<file path="src/hdl/vhmt_pkg.sv">
// Package for the voice histogram max tracker.
// Holds sizes, operation codes, sequencer states and the structs passed between modules.
// No dependencies.
`default_nettype none

package vhmt_pkg;

	localparam int NUM_VOICES = 512;
	localparam int COUNT_BITS = 16;
	localparam int VOICE_W    = $clog2(NUM_VOICES);
	localparam int ACTIVE_W   = $clog2(NUM_VOICES + 1);

	localparam logic [COUNT_BITS-1:0] COUNT_MAX = {COUNT_BITS{1'b1}};

	typedef enum logic [1:0] {
		OP_COUNT     = 2'd0,
		OP_CLEAR     = 2'd1,
		OP_GET       = 2'd2,
		OP_CLEAR_ALL = 2'd3
	} op_t;

	typedef enum logic [2:0] {
		S_CLEAR,
		S_IDLE,
		S_READ,
		S_LEAD,
		S_HIST,
		S_CUR,
		S_EMIT
	} state_t;

	typedef enum logic [1:0] {
		UOP_INC_SAT,
		UOP_CMP_GE,
		UOP_CMP_GT
	} uop_t;

	typedef struct packed {
		uop_t                  op;
		logic [COUNT_BITS-1:0] a;
		logic [COUNT_BITS-1:0] b;
	} unit_req_t;

	typedef struct packed {
		logic [COUNT_BITS-1:0] res;
		logic                  flag;
	} unit_rsp_t;

	typedef struct packed {
		logic [VOICE_W-1:0]    cnt_addr;
		logic                  cnt_we;
		logic [COUNT_BITS-1:0] cnt_wd;
		logic [VOICE_W-1:0]    hist_addr;
		logic                  hist_we;
		logic [VOICE_W-1:0]    hist_wd;
	} tbl_req_t;

	typedef struct packed {
		logic [COUNT_BITS-1:0] cnt_rd;
		logic [VOICE_W-1:0]    hist_rd;
	} tbl_rsp_t;

endpackage

`default_nettype wire

</file>
<file path="src/hdl/vhmt_unit.sv">
// Shared count unit: saturating increment and leader compare.
// Depends on vhmt_pkg for the request and response structs.
`default_nettype none

module vhmt_unit import vhmt_pkg::*; (
	input  unit_req_t req,
	output unit_rsp_t rsp
);

	always_comb begin
		rsp.res  = req.a;
		rsp.flag = 1'b0;
		unique case (req.op)
			UOP_INC_SAT: begin
				rsp.res  = (req.a == COUNT_MAX) ? req.a : req.a + 1'b1;
				rsp.flag = (req.a == '0);
			end
			UOP_CMP_GE: begin
				rsp.flag = (req.a >= req.b);
			end
			UOP_CMP_GT: begin
				rsp.flag = (req.a > req.b);
			end
			default: begin
				rsp.flag = 1'b0;
			end
		endcase
	end

endmodule

`default_nettype wire

</file>
<file path="config.mk">
export PLATFORM = sky130hd
export DESIGN_NAME = vhmt_unit
export DESIGN_NICKNAME = d
export VERILOG_FILES = /design/src/hdl/vhmt_pkg.sv /design/src/hdl/vhmt_unit.sv
export SDC_FILE = /design/constraint.sdc
export NUM_CORES = 1
export LEC_CHECK = 0
export BUFFER_PORTS_ARGS = -buffer_cell sky130_fd_sc_hd__buf_2
export CORE_MARGIN = 1
export CORE_UTILIZATION = 45
export DETAILED_ROUTE_END_ITERATION = 7
export PLACE_DENSITY = 0.9
export SYNTH_ARGS = -nofsm -noshare
export SYNTH_HDL_FRONTEND = slang
export SYNTH_SLANG_ARGS = --single-unit
</file>
<file path="constraint.sdc">
create_clock -name vclk -period 1.71
set_clock_uncertainty 0.1 [all_clocks]
set_input_delay 0 -clock vclk [all_inputs]
set_output_delay 0 -clock vclk [all_outputs]
set_load 0.01 [all_outputs]
</file>
## Word-level counts from Yosys, hierarchy flattened

Index checks and enable logic that the tools add are counted.

- Word-level logic and storage cells: 11
- Register bits: 0
- Output and inout bits: 17
- Bits of input ports: 34

- Add/sub/neg operators: 1
- Equality and inequality tests: 3
- Magnitude comparators: 2
- Mux-type cells: 3
- Reduce and logical (&&, ||, !) cells: 2

Operators with widths:

| cell | number |
|---|---|
| $mux 16 | 2 |
| $add 16x1->16 const B | 1 |
| $eq 16x16->1 const B | 1 |
| $ge 16x16->1 | 1 |
| $gt 16x16->1 | 1 |
| $logic_not 16->1 | 1 |
| $pmux 1 s3 | 1 |
| $eq 2x1->1 const B | 1 |
| $eq 2x2->1 const B | 1 |
| $logic_not 2->1 | 1 |

## Depth between registers and ports, before layout

- Depth in word-level cells: 3
- Gate-level depth with buffers: 7
- Mapped depth without buffers: 7

## Worst setup path before layout

No wires, ideal clock.

- Kind: input to output
- Start point: in req[15] (netlist name)
- End point: out rsp[0] (netlist name)
- Data arrival time: 1.226 ns
- Path slack: 0.384 ns
- Required time: 1.610 ns
- Buffers on the path: 0
- Stages on the path: 7
- Cell sequence: inv_1 > ha_1 > nand4_1 > or3_1 > a221oi_1 > o41ai_1 > o41ai_1

RTL lines:

| item | line | RTL |
|---|---|---|
| start: declaration | vhmt_unit.sv:6 | `input unit_req_t req,` |
| end: declaration | vhmt_unit.sv:7 | `output unit_rsp_t rsp` |

==> results_dict.tcl <==
set metrics [dict create \
    syn_area_um2 891 \
    synthesis.nets 176 \
    syn_area_per_cell_um2 7.18 \
    switching_power_uw 149 \
    synthTopCellsByCount "inv_1, ha_1, nand3_1" \
    setup_viol 0 \
    grt_pass1_vias 1112 \
    gr-usage-all-layers 0.276 \
    io_buffers 51 \
    drt-wirelength-per-cell_um 13.9 \
    power_density_mw_per_mm2 218 \
    worst_pin_slew_ns 0.384 \
    cp.required_ns 1.61 \
    criticalPathCategory "in -> out" \
    finalCritPeriodShare 0.954 \
    rows 15 \
    finalWeightedCongestion 0.906 \
    ios 51 \
    routed.top_layer "met4" \
    m1WireLength_um 1140 \
    end_kind "output pin" \
    hp-class "in -> out" \
    multi_input_area_um2 822 \
    regArea_um2 0 \
    max_slew_margin 0.740 \
    final_hold_viol_count 0 \
    design.seq.count 0 \
    hpwl_um 2440 \
    cts_resized 0 \
    min_period_ns 1.63 \
    final.fill_count 150 \
    design_area_mm2 0.00124 \
    maxCapViolCount 0 \
    routed_via_density 5.81 \
    max_freq_mhz 613 \
    grt_pass1_wl_um 4420 \
    start_util 0.500 \
    status "complete, no violations" \
    first_pass_iters 4 \
    routed-wl-met3_um 226 \
    switching_share 0.550 \
    fp.dieH_um 46.5 \
    grt_max_degree 9 \
    dieArea_mm2 0.00216 \
    overflow 0 \
    crit_arrival_ns 1.53 \
    slew_violations 0 \
    layout.nets 235 \
    synth_area_leaders "ha_1, inv_1, xnor2_1" \
    combPwrFrac 1.000 \
    synth.yosys.warnings 0 \
    yosysTopAreaCell "ha_1" \
    coreArea_mm2 0.00178 \
    synth_cell_types 38 \
    syn_to_final_growth_pct 39.6 \
    drt_wl_total_um 2870 \
    clkPwrFrac 0 \
    drc 0 \
    holdBufCountCts 0 \
    synth.most_common_cell "inv_1" \
    ir_worst_vdd_v 0.000136 \
    antenna_left 0 \
    layout-drive-gt1-share 0.381 \
    p_int_uw 122 \
    power_leakage_uw 0.000657 \
    yosys.area.top_type_share 0.253 \
    die_w_um 46.5 \
    ys_seq_area_frac 0 \
    syn_inst 124 \
    cp-start-kind "primary input" \
    post_cts_buffers 0 \
    diodes 0 \
    rsz0062_at_grt "no" \
    clkbuf_count 0 \
    dpl-instance-area_mm2 0.00122 \
    dr_wl_met2_um 1420 \
    antenna_found_initial 0 \
    crit_fanout 7 \
    vias 1197 \
    pwr-share-seq 0 \
    final.setup.tns_ns 0 \
    drt_iter0_markers 41 \
]
==> cell families (layout without fill, tap and decap cells) <==
family	Yosys count	after routing	synth area share
AOI/OAI and AO/OA	25	25	0.183
xor gates and xnor gates	11	11	0.108
adders and majority gates	18	18	0.253
buffers and inverters	23	80	0.0983
muxes	3	3	0.0351
and+or+nand+nor	44	44	0.323
==> path summary, 6_finish.rpt <==
| path | from | end | cells past startpoint |
|---|---|---|---|
| max | req[21] | rsp[0] | 8 |
| min | req[16] | rsp[1] | 3 |
==> cell type report <==
| cell class | count | share of cell area |
|---|---|---|
| Inverter | 22 | 0.0664 |
| Multi-Input combinational cell | 101 | 0.661 |
| Tap cell | 25 | 0.0252 |
| Timing Repair Buffer | 58 | 0.247 |
==> worst max-delay path, cell delays in order <==
cell	delay, ns
buf_2	0.15
ha_1	0.32
nand4_1	0.13
or3_1	0.40
a221oi_2	0.18
o41ai_1	0.10
o41ai_1	0.07
buf_2	0.19
==> power by group through the flow <==
stage | combinational (µW) | clock [µW] | sequential (µW)
after floorplan | 129 | 0 | 0
after global placement | 244 | 0 | 0
after detailed placement | 260 | 0 | 0
after CTS | 262 | 0 | 0
after global routing | 301 | 0 | 0
final | 271 | 0 | 0
==> cells in the final DEF, fill, tap and decap left out, drive strengths merged, types with 2 or more instances in the layout <==
cell type / synthesis / final
inv: 22 / 22
o41ai: 3 / 3
a21o: 2 / 2
and3: 3 / 3
ha: 18 / 18
o21ai: 6 / 6
a21boi: 2 / 2
mux2i: 2 / 2
nor3: 3 / 3
nand3: 10 / 10
nand2: 5 / 5
nor4: 3 / 3
xnor2: 8 / 8
nand4: 10 / 10
a21oi: 7 / 7
nor2: 4 / 4
xor2: 3 / 3
buf: 1 / 58
and4: 2 / 2
a31oi: 2 / 2
==> through the flow <==
stage | util | power, µW | instances | worst slack, ns | hold WS (ns)
after global routing | 0.698 | 301 | 206 | 0.0114 | 0.270
final | 0.698 | 271 | 206 | 0.0788 | 0.250
after detailed placement | 0.687 | 260 | 206 | 0.0236 | 0.248
after floorplan | - | 129 | 124 | 0.384 | -0.0225
after CTS | 0.687 | 262 | 206 | 0.0210 | 0.250
after global placement | 0.687 | 244 | 206 | 0.111 | 0.226
==> routing by layer <==
| layer | vias up | track usage |
|---|---|---|
| met3 | 14 | 0.0392 |
| li1 | 575 | - |
| met4 | 0 | 0.100 |
| met2 | 77 | 0.519 |
| met5 | - | 0 |
| met1 | 531 | 0.306 |
No activity file was read; power rests on OpenSTA's default activity.
